==> src/sv/i2c_master_bit_engine_defines.svh <==
// Assertion macros for the I2C master bit engine.
// Used by the top level; expects clk and rst_n in scope where they are used.
`ifndef I2C_MASTER_BIT_ENGINE_DEFINES_SVH
`define I2C_MASTER_BIT_ENGINE_DEFINES_SVH

`ifndef SYNTHESIS
`define I2CM_ASSERT(label, prop) \
    label: assert property (@(posedge clk) disable iff (!rst_n) prop) \
        else $error("i2cm assertion failed");
`define I2CM_ASSERT_NEVER(label, expr) \
    label: assert property (@(posedge clk) disable iff (!rst_n) !(expr)) \
        else $error("i2cm forbidden condition seen");
`else
`define I2CM_ASSERT(label, prop)
`define I2CM_ASSERT_NEVER(label, expr)
`endif

`endif

==> src/sv/i2cm_pkg.sv <==
// Shared types and constants of the I2C master bit engine.
// No dependencies; imported by every module of the block.
`timescale 1ns / 1ps

package i2cm_pkg;

    localparam int CFG_W            = 10;
    localparam int DELAY_WIDTH_DEF  = 10;
    localparam int QUEUE_DEPTH_DEF  = 2;
    localparam logic [CFG_W-1:0] PHASE_CYCLES_RST = 10'd69;

    // Command and engine state codes.
    localparam logic [2:0] OP_IDLE  = 3'd0;
    localparam logic [2:0] OP_START = 3'd1;
    localparam logic [2:0] OP_STOP  = 3'd2;
    localparam logic [2:0] OP_WRITE = 3'd3;
    localparam logic [2:0] OP_READ  = 3'd4;
    localparam logic [2:0] OP_RACK  = 3'd5;

    localparam logic [3:0] BYTE_BITS  = 4'd8;
    localparam logic [3:0] WR_SLOTS   = 4'd9;
    localparam logic [1:0] LAST_PHASE = 2'd3;

    typedef struct packed {
        logic [2:0] kind;
        logic [7:0] wr_data;
        logic       send_nack;
        logic       sda_in;
    } in_t;

    typedef struct packed {
        logic       scl_release;
        logic       sda_release;
        logic       busy_res;
        logic       done_res;
        logic [7:0] rd_data;
        logic       ack_ok;
    } out_t;

    // Classified item held in the queue: cmd is OP_IDLE when no command.
    typedef struct packed {
        logic [2:0] cmd;
        logic [7:0] wr_data;
        logic       send_nack;
        logic       sda_in;
    } item_t;

    typedef struct packed {
        logic full;
        logic empty;
    } q_stat_t;

endpackage

==> src/sv/i2cm_front.sv <==
// Front end of the I2C master bit engine: accepts input transfers and decodes the kind.
// Depends on i2cm_pkg.
`timescale 1ns / 1ps

module i2cm_front
    import i2cm_pkg::*;
(
    input  logic    in_valid,
    output logic    in_ready,
    input  in_t     in_data,
    input  q_stat_t q_stat,
    output logic    push,
    output item_t   push_item
);

    assign in_ready = !q_stat.full;
    assign push     = in_valid && in_ready;

    always_comb
    begin
        push_item.wr_data   = in_data.wr_data;
        push_item.send_nack = in_data.send_nack;
        push_item.sda_in    = in_data.sda_in;
        case (in_data.kind)
            OP_START: push_item.cmd = OP_START;
            OP_STOP:  push_item.cmd = OP_STOP;
            OP_WRITE: push_item.cmd = OP_WRITE;
            OP_READ:  push_item.cmd = OP_READ;
            default:  push_item.cmd = OP_IDLE;
        endcase
    end

endmodule

==> src/sv/i2cm_queue.sv <==
// Short register FIFO between the front end and the bit engine.
// Depends on i2cm_pkg.
`timescale 1ns / 1ps

module i2cm_queue
    import i2cm_pkg::*;
#(
    parameter int DEPTH = QUEUE_DEPTH_DEF
)
(
    input  logic                       clk,
    input  logic                       rst_n,
    input  logic                       push,
    input  item_t                      push_item,
    input  logic                       pop,
    output item_t                      head_item,
    output q_stat_t                    q_stat,
    output logic [$clog2(DEPTH+1)-1:0] q_count
);

    localparam int PW = (DEPTH > 1) ? $clog2(DEPTH) : 1;
    localparam int CW = $clog2(DEPTH + 1);
    localparam logic [PW-1:0] LAST_PTR = PW'(DEPTH - 1);

    item_t           mem_reg [DEPTH];
    logic [PW-1:0]   wr_ptr_reg, wr_ptr_next;
    logic [PW-1:0]   rd_ptr_reg, rd_ptr_next;
    logic [CW-1:0]   count_reg, count_next;

    always_comb
    begin
        wr_ptr_next = wr_ptr_reg;
        rd_ptr_next = rd_ptr_reg;
        count_next  = count_reg;
        if (push)
        begin
            wr_ptr_next = (wr_ptr_reg == LAST_PTR) ? '0 : wr_ptr_reg + PW'(1);
        end
        if (pop)
        begin
            rd_ptr_next = (rd_ptr_reg == LAST_PTR) ? '0 : rd_ptr_reg + PW'(1);
        end
        if (push && !pop)
        begin
            count_next = count_reg + CW'(1);
        end
        else if (pop && !push)
        begin
            count_next = count_reg - CW'(1);
        end
    end

    always_ff @(posedge clk or negedge rst_n)
    begin
        if (!rst_n)
        begin
            wr_ptr_reg <= '0;
            rd_ptr_reg <= '0;
            count_reg  <= '0;
        end
        else
        begin
            wr_ptr_reg <= wr_ptr_next;
            rd_ptr_reg <= rd_ptr_next;
            count_reg  <= count_next;
        end
    end

    always_ff @(posedge clk)
    begin
        if (push)
        begin
            mem_reg[wr_ptr_reg] <= push_item;
        end
    end

    assign head_item    = mem_reg[rd_ptr_reg];
    assign q_stat.full  = (count_reg == CW'(DEPTH));
    assign q_stat.empty = (count_reg == '0);
    assign q_count      = count_reg;

endmodule

==> src/sv/i2cm_engine.sv <==
// Back end of the I2C master bit engine: bus phase sequencer and result register.
// Depends on i2cm_pkg.
`timescale 1ns / 1ps

module i2cm_engine
    import i2cm_pkg::*;
#(
    parameter int DELAY_WIDTH = DELAY_WIDTH_DEF
)
(
    input  logic                   clk,
    input  logic                   rst_n,
    input  logic [DELAY_WIDTH-1:0] phase_reload,
    input  item_t                  head_item,
    input  q_stat_t                q_stat,
    output logic                   pop,
    output logic                   out_valid,
    input  logic                   out_ready,
    output out_t                   out_data
);

    logic [2:0]             op_reg, op_next;
    logic [3:0]             bit_reg, bit_next;
    logic [1:0]             step_reg, step_next;
    logic [7:0]             shift_reg, shift_next;
    logic [DELAY_WIDTH-1:0] delay_reg, delay_next;
    logic                   scl_reg, scl_next;
    logic                   sda_reg, sda_next;
    logic                   ack_reg, ack_next;
    logic [7:0]             rd_reg, rd_next;
    logic                   nack_reg, nack_next;
    logic                   out_valid_reg;
    out_t                   out_reg, out_next;
    logic                   done;

    // The engine steps once per queued item, whenever the result register is free.
    assign pop = !q_stat.empty && (!out_valid_reg || out_ready);

    always_comb
    begin
        op_next    = op_reg;
        bit_next   = bit_reg;
        step_next  = step_reg;
        shift_next = shift_reg;
        delay_next = delay_reg;
        scl_next   = scl_reg;
        sda_next   = sda_reg;
        ack_next   = ack_reg;
        rd_next    = rd_reg;
        nack_next  = nack_reg;
        done       = 1'b0;

        if (op_reg == OP_IDLE)
        begin
            if (head_item.cmd != OP_IDLE)
            begin
                op_next    = head_item.cmd;
                step_next  = '0;
                bit_next   = '0;
                delay_next = phase_reload;
                case (head_item.cmd)
                    OP_START:
                    begin
                        sda_next = 1'b1;
                        scl_next = 1'b1;
                    end
                    OP_STOP:
                    begin
                        sda_next = 1'b0;
                        scl_next = 1'b0;
                    end
                    OP_WRITE:
                    begin
                        shift_next = head_item.wr_data;
                        sda_next   = head_item.wr_data[7];
                    end
                    default:
                    begin
                        shift_next = '0;
                        nack_next  = head_item.send_nack;
                        sda_next   = 1'b1;
                        scl_next   = 1'b1;
                    end
                endcase
            end
        end
        else if (delay_reg != '0)
        begin
            delay_next = delay_reg - DELAY_WIDTH'(1);
        end
        else
        begin
            case (op_reg)
                OP_START:
                begin
                    step_next = step_reg + 2'd1;
                    if (step_next == LAST_PHASE)
                    begin
                        done = 1'b1;
                    end
                    else if (step_next == 2'd1)
                    begin
                        sda_next = 1'b0;
                    end
                    else
                    begin
                        scl_next = 1'b0;
                    end
                end
                OP_STOP:
                begin
                    step_next = step_reg + 2'd1;
                    if (step_next == LAST_PHASE)
                    begin
                        done = 1'b1;
                    end
                    else if (step_next == 2'd1)
                    begin
                        scl_next = 1'b1;
                    end
                    else
                    begin
                        sda_next = 1'b1;
                    end
                end
                OP_WRITE:
                begin
                    // The ACK slot samples SDA when leaving its SCL-high phase.
                    if (step_reg == 2'd1 && bit_reg == BYTE_BITS)
                    begin
                        ack_next = !head_item.sda_in;
                    end
                    step_next = step_reg + 2'd1;
                    if (step_next == LAST_PHASE)
                    begin
                        step_next  = '0;
                        bit_next   = bit_reg + 4'd1;
                        shift_next = {shift_reg[6:0], 1'b0};
                    end
                    if (bit_next >= WR_SLOTS)
                    begin
                        done = 1'b1;
                    end
                    else if (step_next == 2'd0)
                    begin
                        sda_next = (bit_next >= BYTE_BITS) ? 1'b1 : shift_next[7];
                    end
                    else if (step_next == 2'd1)
                    begin
                        scl_next = 1'b1;
                    end
                    else
                    begin
                        scl_next = 1'b0;
                    end
                end
                OP_READ:
                begin
                    if (step_reg == 2'd0)
                    begin
                        shift_next = {shift_reg[6:0], head_item.sda_in};
                        step_next  = 2'd1;
                        scl_next   = 1'b0;
                    end
                    else
                    begin
                        bit_next  = bit_reg + 4'd1;
                        step_next = '0;
                        if (bit_next >= BYTE_BITS)
                        begin
                            op_next  = OP_RACK;
                            bit_next = '0;
                            sda_next = nack_reg;
                        end
                        else
                        begin
                            scl_next = 1'b1;
                        end
                    end
                end
                OP_RACK:
                begin
                    step_next = step_reg + 2'd1;
                    if (step_next == LAST_PHASE)
                    begin
                        sda_next = 1'b1;
                        rd_next  = shift_reg;
                        done     = 1'b1;
                    end
                    else
                    begin
                        scl_next = (step_next == 2'd1);
                    end
                end
                default:
                begin
                    op_next   = OP_IDLE;
                    step_next = '0;
                    bit_next  = '0;
                end
            endcase

            if (done)
            begin
                op_next   = OP_IDLE;
                step_next = '0;
                bit_next  = '0;
            end
            else if (op_reg == OP_START || op_reg == OP_STOP || op_reg == OP_WRITE
                     || op_reg == OP_READ || op_reg == OP_RACK)
            begin
                delay_next = phase_reload;
            end
        end

        out_next.scl_release = scl_next;
        out_next.sda_release = sda_next;
        out_next.busy_res    = (op_next != OP_IDLE);
        out_next.done_res    = done;
        out_next.rd_data     = rd_next;
        out_next.ack_ok      = ack_next;
    end

    always_ff @(posedge clk or negedge rst_n)
    begin
        if (!rst_n)
        begin
            op_reg        <= OP_IDLE;
            bit_reg       <= '0;
            step_reg      <= '0;
            shift_reg     <= '0;
            delay_reg     <= '0;
            scl_reg       <= 1'b1;
            sda_reg       <= 1'b1;
            ack_reg       <= 1'b0;
            rd_reg        <= '0;
            nack_reg      <= 1'b0;
            out_valid_reg <= 1'b0;
        end
        else
        begin
            if (pop)
            begin
                op_reg    <= op_next;
                bit_reg   <= bit_next;
                step_reg  <= step_next;
                shift_reg <= shift_next;
                delay_reg <= delay_next;
                scl_reg   <= scl_next;
                sda_reg   <= sda_next;
                ack_reg   <= ack_next;
                rd_reg    <= rd_next;
                nack_reg  <= nack_next;
            end
            if (pop)
            begin
                out_valid_reg <= 1'b1;
            end
            else if (out_ready)
            begin
                out_valid_reg <= 1'b0;
            end
        end
    end

    always_ff @(posedge clk)
    begin
        if (pop)
        begin
            out_reg <= out_next;
        end
    end

    assign out_valid = out_valid_reg;
    assign out_data  = out_reg;

endmodule

==> src/sv/i2c_master_bit_engine.sv <==
// I2C master bit engine, one input transfer per clock and one result transfer for each input.
// Every accepted input is a bus clock sample (optional command plus the SDA level) and its
// result carries the SCL/SDA drive levels after that sample, with busy and done flags, the
// last read byte and the last write's ACK. The block sustains one transfer per clock while
// results are taken: the front end decodes the kind and writes a two-entry queue, and the
// phase sequencer takes one queued item per clock into its result register. A result follows
// its input through the queue and the result register, and inputs keep flowing into the
// queue while a result waits to be taken, until the queue is full. Each bus phase lasts
// phase_cycles input samples (0 counts as 1, values past the DELAY_WIDTH range saturate).
// Commands that arrive while a command is in progress, and unknown kinds, are ignored.
// Depends on i2cm_pkg, i2cm_front, i2cm_queue, i2cm_engine and the assertion macro header.
`timescale 1ns / 1ps
`include "i2c_master_bit_engine_defines.svh"

module i2c_master_bit_engine
    import i2cm_pkg::*;
#(
    parameter int DELAY_WIDTH = DELAY_WIDTH_DEF,
    parameter int QUEUE_DEPTH = QUEUE_DEPTH_DEF
)
(
    input  logic             clk,
    input  logic             rst_n,
    input  logic             cfg_we,
    input  logic [CFG_W-1:0] cfg_wdata,
    input  logic             in_valid,
    output logic             in_ready,
    input  in_t              in_data,
    output logic             out_valid,
    input  logic             out_ready,
    output out_t             out_data
);

    // Width that holds both the register value and the largest phase count.
    localparam int PCW = (DELAY_WIDTH > CFG_W) ? DELAY_WIDTH : CFG_W;
    localparam logic [PCW-1:0] DELAY_MAX = PCW'((1 << DELAY_WIDTH) - 1);

    logic [CFG_W-1:0]                 phase_cycles_reg;
    logic [PCW-1:0]                   phase_ext;
    logic [PCW-1:0]                   phase_sat;
    logic [DELAY_WIDTH-1:0]           phase_reload;
    logic                             push;
    logic                             pop;
    item_t                            push_item;
    item_t                            head_item;
    q_stat_t                          q_stat;
    logic [$clog2(QUEUE_DEPTH+1)-1:0] q_count;

    // Phase length register: the user must write it only while the engine is idle, unchecked.
    always_ff @(posedge clk or negedge rst_n)
    begin
        if (!rst_n)
        begin
            phase_cycles_reg <= PHASE_CYCLES_RST;
        end
        else if (cfg_we)
        begin
            phase_cycles_reg <= cfg_wdata;
        end
    end

    // The delay counter is loaded with the phase length minus one.
    always_comb
    begin
        phase_ext = PCW'(phase_cycles_reg);
        if (phase_ext == '0)
        begin
            phase_sat = PCW'(1);
        end
        else if (phase_ext > DELAY_MAX)
        begin
            phase_sat = DELAY_MAX;
        end
        else
        begin
            phase_sat = phase_ext;
        end
        phase_reload = DELAY_WIDTH'(phase_sat - PCW'(1));
    end

    i2cm_front u_front (
        .in_valid  (in_valid),
        .in_ready  (in_ready),
        .in_data   (in_data),
        .q_stat    (q_stat),
        .push      (push),
        .push_item (push_item)
    );

    i2cm_queue #(
        .DEPTH (QUEUE_DEPTH)
    ) u_queue (
        .clk       (clk),
        .rst_n     (rst_n),
        .push      (push),
        .push_item (push_item),
        .pop       (pop),
        .head_item (head_item),
        .q_stat    (q_stat),
        .q_count   (q_count)
    );

    i2cm_engine #(
        .DELAY_WIDTH (DELAY_WIDTH)
    ) u_engine (
        .clk          (clk),
        .rst_n        (rst_n),
        .phase_reload (phase_reload),
        .head_item    (head_item),
        .q_stat       (q_stat),
        .pop          (pop),
        .out_valid    (out_valid),
        .out_ready    (out_ready),
        .out_data     (out_data)
    );

    // An accepted transfer is held either in the queue or in the result register.
    `I2CM_ASSERT(a_accept_lands, push |=> (q_count != '0) || out_valid)
    // The sequencer never takes an item from an empty queue.
    `I2CM_ASSERT_NEVER(a_pop_from_empty, pop && (q_count == '0))
    // A completing command has already left the busy state in the same result.
    `I2CM_ASSERT(a_done_not_busy, out_valid && out_data.done_res |-> !out_data.busy_res)

endmodule

==> config.mk <==
export PLATFORM = sky130hd
export DESIGN_NAME = i2c_master_bit_engine
export DESIGN_NICKNAME = d
export VERILOG_FILES = /design/src/sv/i2cm_pkg.sv /design/src/sv/i2cm_front.sv /design/src/sv/i2cm_queue.sv /design/src/sv/i2cm_engine.sv /design/src/sv/i2c_master_bit_engine.sv
export VERILOG_INCLUDE_DIRS = /design/src /design/src/sv
export SDC_FILE = /design/constraint.sdc
export NUM_CORES = 1
export LEC_CHECK = 0
export BUFFER_PORTS_ARGS = -buffer_cell sky130_fd_sc_hd__buf_2
export CORE_MARGIN = 4
export CORE_UTILIZATION = 40
export DETAILED_ROUTE_END_ITERATION = 8
export SLEW_MARGIN = 20
export SYNTH_ARGS = -nofsm -noshare
export SYNTH_HDL_FRONTEND = slang
export SYNTH_SLANG_ARGS = --single-unit
==> constraint.sdc <==
create_clock -name clk -period 2.7 [get_ports clk]
set_input_delay 0.135 -clock clk [delete_from_list [all_inputs] [get_ports clk]]
set_output_delay 0.135 -clock clk [all_outputs]
set_load 0.02 [all_outputs]
==> flow_summary.yaml, run 1 <==
status:
  status: "complete, no violations"
placed_design:
  hpwl_um: 7930
  io_buffers: 42
  gp_congestion: 0.867
cells_and_area:
  layout-drive-gt1-share_pct: 22.8
  multi_input_area_um2: 2250
  area_growth_pct: 18.9
  n_antenna_cell: 0
  utilization_pct: 48.7
  regArea_um2: 2530
  largest_register_ffs: 26
  finalNetCount: 575
  fillCellCount: 1122
floorplan:
  ioPinCount: 43
  die_x_um: 119
  die_area_um2: 14200
  die_h_um: 119
  start_util_pct: 41.0
  fp.coreArea_um2: 12000
  row_count: 40
timing:
  slew_violations: 0
  fin_crit_sh_pct: 93.6
  tightest_slew_ns: 0.712
  max_freq_ghz: 0.396
  rsz0062_at_grt: "false"
  hold_viol_final: 0
  slew-limit-headroom_pct: 52.5
  tns_ns: 0
  fin_skew_ns: 0.00749
  fin_crit_ns: 2.53
  setup_viol: 0
detailed_routing:
  routed-via-count: 3785
  wire_per_inst_um: 15.7
  drtIter0Drc: 157
  ant_nets: 0
  via_per_inst: 5.49
  first_pass_iters: 4
  drc_errors: 0
  routed_wl_um: 10800
synth:
  synth_ff_type: "dfrtp_1"
  syn_avg_cell_area_um2: 10.6
  seq_area_frac_synth_pct: 51.3
  syn_nets: 503
  syn_area_um2: 4920
  synth_top_area_share_pct: 24.9
  post-synth-top-count-cell: "nand2_1"
  yosysWarnings: 0
  synthCells: 466
  synth_top_cell_by_area: "dfrtp_1"
  async_reset_ff_share_pct: 58.1
  ys_ff_latch: 93
  synth.area.top_cells: "dfrtp_1 25%, edfxtp_1 24%, mux2_2 4.8%, o21ai_0 4.4%, nand2_1 3.9%"
  ys_top_cells_by_count: "51 x nand2_1, 49 x dfrtp_1, 43 x o21ai_0"
  ys_types: 61
  synth_edf_count: 39
grt:
  grt_usage_pct: 15.8
  grt_pass1_vias: 3632
  grt_max_degree: 55
  antenna_found_initial: 0
  grt_overflow: 0
  grt_pass1_wl_um: 18100
cts:
  clockRootBuffer: "clkbuf_16"
  cts_setup_buffers: 0
  cts_sinks: 93
  clock_latency_ns: 0.34
  numCtsBuffers: 9
  cts_tree: "yes"
  clkTransAtPathRegs_ns: 0.06
  clk_path_buf_depth: 2
  cts-htree-levels: 3
min_path:
  min_path_type: "input pin to flip-flop"
power:
  p_leak_nw: 2.45
  p_per_area_nw_per_um2: 943
  ir_worst_vdd_uv: 499
setup_path:
  cp.required_ns: 2.92
  cp_slowest_cell: "or4b_4"
  crit_type: "flip-flop to flip-flop"
  path_cells: "inv_1 -> ha_1 -> or4b_4 -> o31ai_4 -> o211ai_4 -> nor2_2 -> o21a_2 -> mux2_1"
  arrival_ns: 2.74
  critPathCaptureType: "flip-flop"
  cp-start-kind: "flip-flop"
  worst-path-max-fanout: 8
  slowest_delay_ns: 0.53
job:
  maxCapViolCount: 0
[cell families (layout without fill, tap and decap cells)]
kind of cell | count (synthesis) | count (layout) | share of synthesized area [%]
and+or+nand+nor | 146 | 146 | 15.1
AOI/OAI and AO/OA | 124 | 124 | 16.4
DFF | 93 | 93 | 51.3
muxes | 41 | 41 | 9.02
buffers and inverters | 37 | 114 | 3.00
xor gates and xnor gates | 16 | 16 | 2.85
adders and majority gates | 9 | 9 | 2.29
[final cells by class]
type                            instances  share of cell area, %
Clock buffer                            9                   3.85
Sequential cell                        93                   43.2
Clock inverter                          7                   1.22
Tap cell                              147                   3.14
Multi-Input combinational cell        336                   38.5
Timing Repair Buffer                   80                   8.93
Inverter                               18                   1.15
[worst max-delay path, delay by kind of cell (launching register included)]
| family | cells | cell delay [ns] |
|---|---|---|
| multiplexers | 1 | 0.35 |
| flip-flops | 1 | 0.39 |
| AND/OR/NAND/NOR | 2 | 0.66 |
| adder cells (fa/ha/maj) | 1 | 0.21 |
| buffers and inverters | 1 | 0.08 |
| AO/OA/AOI/OAI | 3 | 0.72 |
[layout by cell type, fill, tap and decap left out, types with 8 or more instances in the layout]
| cell type | count |
|---|---|
| o21ai_0 | 43 |
| dlygate4sd3_1 | 11 |
| dfrtp_1 | 49 |
| ha_1 | 9 |
| xor2_1 | 8 |
| nor2_1 | 28 |
| o22ai_1 | 11 |
| buf_4 | 27 |
| mux2i_1 | 14 |
| inv_1 | 18 |
| nand2b_1 | 10 |
| mux2_2 | 21 |
| edfxtp_1 | 39 |
| clkbuf_16 | 9 |
| a21oi_1 | 23 |
| nand2_1 | 51 |
| xnor2_1 | 8 |
| buf_2 | 42 |
| nand3_1 | 9 |
[metal layers]
| layer | up-vias | global-route usage, % | part of all wire (%) |
|---|---|---|---|
| met5 | - | 0 | 0 |
| met4 | 0 | 4.85 | 1.6 |
| met3 | 13 | 2.94 | 5.4 |
| met2 | 105 | 24.5 | 45 |
| met1 | 1812 | 22.6 | 48 |
| li1 | 1855 | - | - |
[timing repair]
action                                 CTS  global route
endpoints found under the hold margin   69             0
setup endpoints to repair                0            14
hold buffers                            11             0
gates resized for setup                  0             2
[path summary, 6_finish.rpt]
check	startpoint	to	slack (ns)	cells after the start
max reg2reg	u_engine.delay_reg[0]	u_engine.shift_reg[3]	0.17	8
min in group asynchronous	rst_n	u_engine.step_reg[0]	0.48	3
max in group asynchronous	rst_n	phase_cycles_reg[8]	1.76	3
min	cfg_wdata[1]	phase_cycles_reg[1]	0.01	3
max	u_engine.delay_reg[0]	u_engine.shift_reg[3]	0.17	8
min reg2reg	u_engine.ack_reg	u_engine.ack_reg	0.48	2
[report_power, final]
part	leakage [nW]	switching [mW]	total [mW]	internal [mW]
sequential	1.04	0.308	2.20	1.89
clock	0.140	0.532	1.25	0.719
combinational	1.27	1.22	2.07	0.849
total	2.45	2.06	5.52	3.46
[metrics by stage]
| stage | hold WS (ns) | total power, mW | area (um2) | setup WS, ns | std cells |
|---|---|---|---|---|---|
| 2_1_floorplan | -0.161 | 3.61 | 4920 | 0.239 | 466 |
| 3_3_place_gp | 0.321 | 4.24 | 5440 | 0.152 | 663 |
| 3_5_place_dp | 0.325 | 4.27 | 5440 | 0.0561 | 663 |
| 4_1_cts | 0.00704 | 5.57 | 5850 | 0.0529 | 690 |
| 5_1_grt | 0.0187 | 5.92 | 5850 | 0.0569 | 690 |
| 6_report | 0.0146 | 5.52 | 5850 | 0.173 | 690 |
(Power assumes the default switching activity.)
==> inputs of run 2 (changes only) <==
--- a/config.mk
+++ b/config.mk
@@ -7,8 +7,10 @@
 export NUM_CORES = 1
 export LEC_CHECK = 0
 export BUFFER_PORTS_ARGS = -buffer_cell sky130_fd_sc_hd__buf_2
+export CORE_ASPECT_RATIO = 0.75
 export CORE_MARGIN = 4
 export CORE_UTILIZATION = 40
+export CTS_BUF_LIST = sky130_fd_sc_hd__clkbuf_16
 export DETAILED_ROUTE_END_ITERATION = 8
 export SLEW_MARGIN = 20
 export SYNTH_ARGS = -nofsm -noshare
==> run 2 against run 1 <==
  * Critical path type unchanged
  * Register-to-register slack hardly changed
  * Sequential power hardly changed
  * First-iteration DRC count grew to 2.6 times the previous value
  * Wire length is 6.0% higher
  * Global-route usage is 0.93 points higher
  * Largest cell class unchanged
  * Final area is 0.88% higher
  * Utilization is 1.2 points higher
==> flow_summary.yaml, run 2 (synthesis gave the netlist of run 1 again) <==
detailed_routing:
  via_per_inst: 5.46
  routed-via-count: 3854
  wire_per_inst_um: 16.3
  drc_errors: 0
  drtIter0Drc: 415
  first_pass_iters: 5
  routed_wl_um: 11500
  ant_nets: 0
power:
  ir_worst_vdd_uv: 543
  comb_power_share_pct: 37.6
  seqPwrFrac_pct: 38.9
  p_leak_nw: 2.47
  pwr-share-clk_pct: 23.5
  p_int_mw: 3.53
  p_per_area_nw_per_um2: 963
  switching_share_pct: 37.9
  power.switching_mw: 2.15
setup_path:
  worst-path-buf-inv: 3
  slowest_delay_ns: 0.43
  r2r-start: "u_engine.step_reg[0]"
  cp_slowest_cell: "or4_1"
  arrival_ns: 2.76
  cp-start-kind: "flip-flop"
  cp.required_ns: 2.93
  worst-path-max-fanout: 16
  critPathCaptureType: "flip-flop"
  path_cells: "inv_1 -> ha_1 -> or4_1 -> o31ai_1 -> o21ai_0 -> a31oi_1 -> buf_4 -> buf_4 -> nand2_1 -> a22o_1"
  cp_common_cell: "buf_4"
  timing.rr.end: "u_engine.delay_reg[3]"
  reg2reg_slack_ns: 0.17
  crit_type: "flip-flop to flip-flop"
  rr_worst_depth: 10
  cp_top_family: "compound AO/OA/AOI/OAI gates"
cts:
  cts-htree-levels: 3
  clock_latency_ns: 0.35
  cts_tree: "yes"
  cts_sinks: 93
  clkTransAtPathRegs_ns: 0.07
  numCtsBuffers: 9
  clk_path_buf_depth: 2
  clockRootBuffer: "clkbuf_16"
status:
  status: "complete, no violations"
cells_and_area:
  final_cell_mix: "51 x nand2_1, 48 x dfrtp_1, 43 x o21ai_0"
  final-instance-count-excl-fill: 706
  area_growth_pct: 19.9
  largest_register_ffs: 26
  layout-drive-gt1-share_pct: 23.5
  finalNetCount: 576
  n_antenna_cell: 0
  layout_commonest_cell: "nand2_1"
  utilization_pct: 49.9
grt:
  grt_max_degree: 40
  grt_overflow: 0
  grt_pass1_vias: 3668
  grt_pass1_wl_um: 18900
  grtUsageMet3_pct: 4.79
  grt.met2_usage_pct: 23.5
  grt_usage_pct: 16.8
  grt_busiest_layer: "met1"
  use_met1_pct: 25.6
  antenna_found_initial: 0
min_path:
  min_path_type: "input pin to flip-flop"
  min_from: "cfg_wdata[1]"
  whs_path_depth: 3
  holdPathEnd: "phase_cycles_reg[1]"
timing:
  slew-limit-headroom_pct: 36.9
  hold_viol_final: 0
  tightest_slew_ns: 0.947
  fin_skew_ns: 0.00601
  fin_crit_ns: 2.53
  max_freq_ghz: 0.396
  setup_viol: 0
  slew_violations: 0
  rsz0062_at_grt: "true"
  fin_crit_sh_pct: 93.5
floorplan:
  start_util_pct: 41.6
  die_area_um2: 14200
  row_count: 34
  ioPinCount: 43
  die_x_um: 136
  fp.coreArea_um2: 11800
  die_h_um: 104
job:
  maxCapViolCount: 0
placed_design:
  io_buffers: 42
  gp_congestion: 0.923
  hpwl_um: 8360
  dp.cells: 679
## run 2: cell types whose count changed in the layout (fill, tap and decap cells not counted), sizes merged
cell      previous run  this run
buf                 69        70
clkbuf               9        10
clkinvlp             2         1
## run 2: worst max path at each step
stage | startpoint | endpoint | depth (start not counted)
3_3_place_gp | u_engine.delay_reg[0] | u_engine.shift_reg[3] | 8
3_5_place_dp | u_engine.delay_reg[0] | u_engine.shift_reg[1] | 8
6_report | u_engine.step_reg[0] | u_engine.delay_reg[3] | 10
5_1_grt | u_engine.step_reg[0] | u_engine.delay_reg[2] | 10
4_1_cts | u_engine.delay_reg[0] | u_engine.shift_reg[1] | 8
2_1_floorplan | u_engine.delay_reg[0] | u_engine.shift_reg[0] | 9
## run 2: metal layers
| metal | vias up | routed length (um) |
|---|---|---|
| met1 | 1849 | 5600 |
| met2 | 138 | 4970 |
| li1 | 1858 | - |
| met3 | 9 | 823 |
| met5 | - | 0 |
| met4 | 0 | 87 |
## run 2: final cells by class
type	count	area, um2
Timing Repair Buffer	81	531
Sequential cell	93	2530
Tap cell	162	203
Clock inverter	6	67.6
Fill cell	1108	5920
Clock buffer	10	250
Inverter	18	67.6
Multi-Input combinational cell	336	2260
## run 2: stage by stage
stage / cell area [um2] / setup slack (ns) / TNS [ns] / total power, mW / hold WS (ns)
4_1_cts: 5900 / 0.0696 / 0 / 5.69 / 0.00590
3_5_place_dp: 5470 / 0.0798 / 0 / 4.32 / 0.328
2_1_floorplan: 4920 / 0.239 / 0 / 3.61 / -0.161
3_3_place_gp: 5470 / 0.164 / 0 / 4.28 / 0.324
6_report: 5910 / 0.174 / 0 / 5.68 / 0.0186
5_1_grt: 5910 / -0.00889 / -0.00889 / 6.03 / 0.0154
## run 2: repair_timing
item | in CTS | in global routing
hold buffers | 11 | 0
gates resized for setup | 0 | 3
setup endpoints to repair | 0 | 9
buffers inserted | 0 | 0
endpoints found under the hold margin | 53 | 0
## run 2: power groups by stage
| stage | logic, mW | registers (mW) | clock network (mW) |
|---|---|---|---|
| 4_1_cts | 2.12 | 2.20 | 1.37 |
| 3_5_place_dp | 2.09 | 2.23 | 0 |
| 2_1_floorplan | 1.42 | 2.20 | 0 |
| 5_1_grt | 2.34 | 2.26 | 1.43 |
| 3_3_place_gp | 2.06 | 2.22 | 0 |
| 6_report | 2.14 | 2.21 | 1.34 |
## run 2: worst min-delay path, stage by stage
cell     delay [ns]
buf_2          0.07
nand2_1        0.04
o21ai_0        0.07
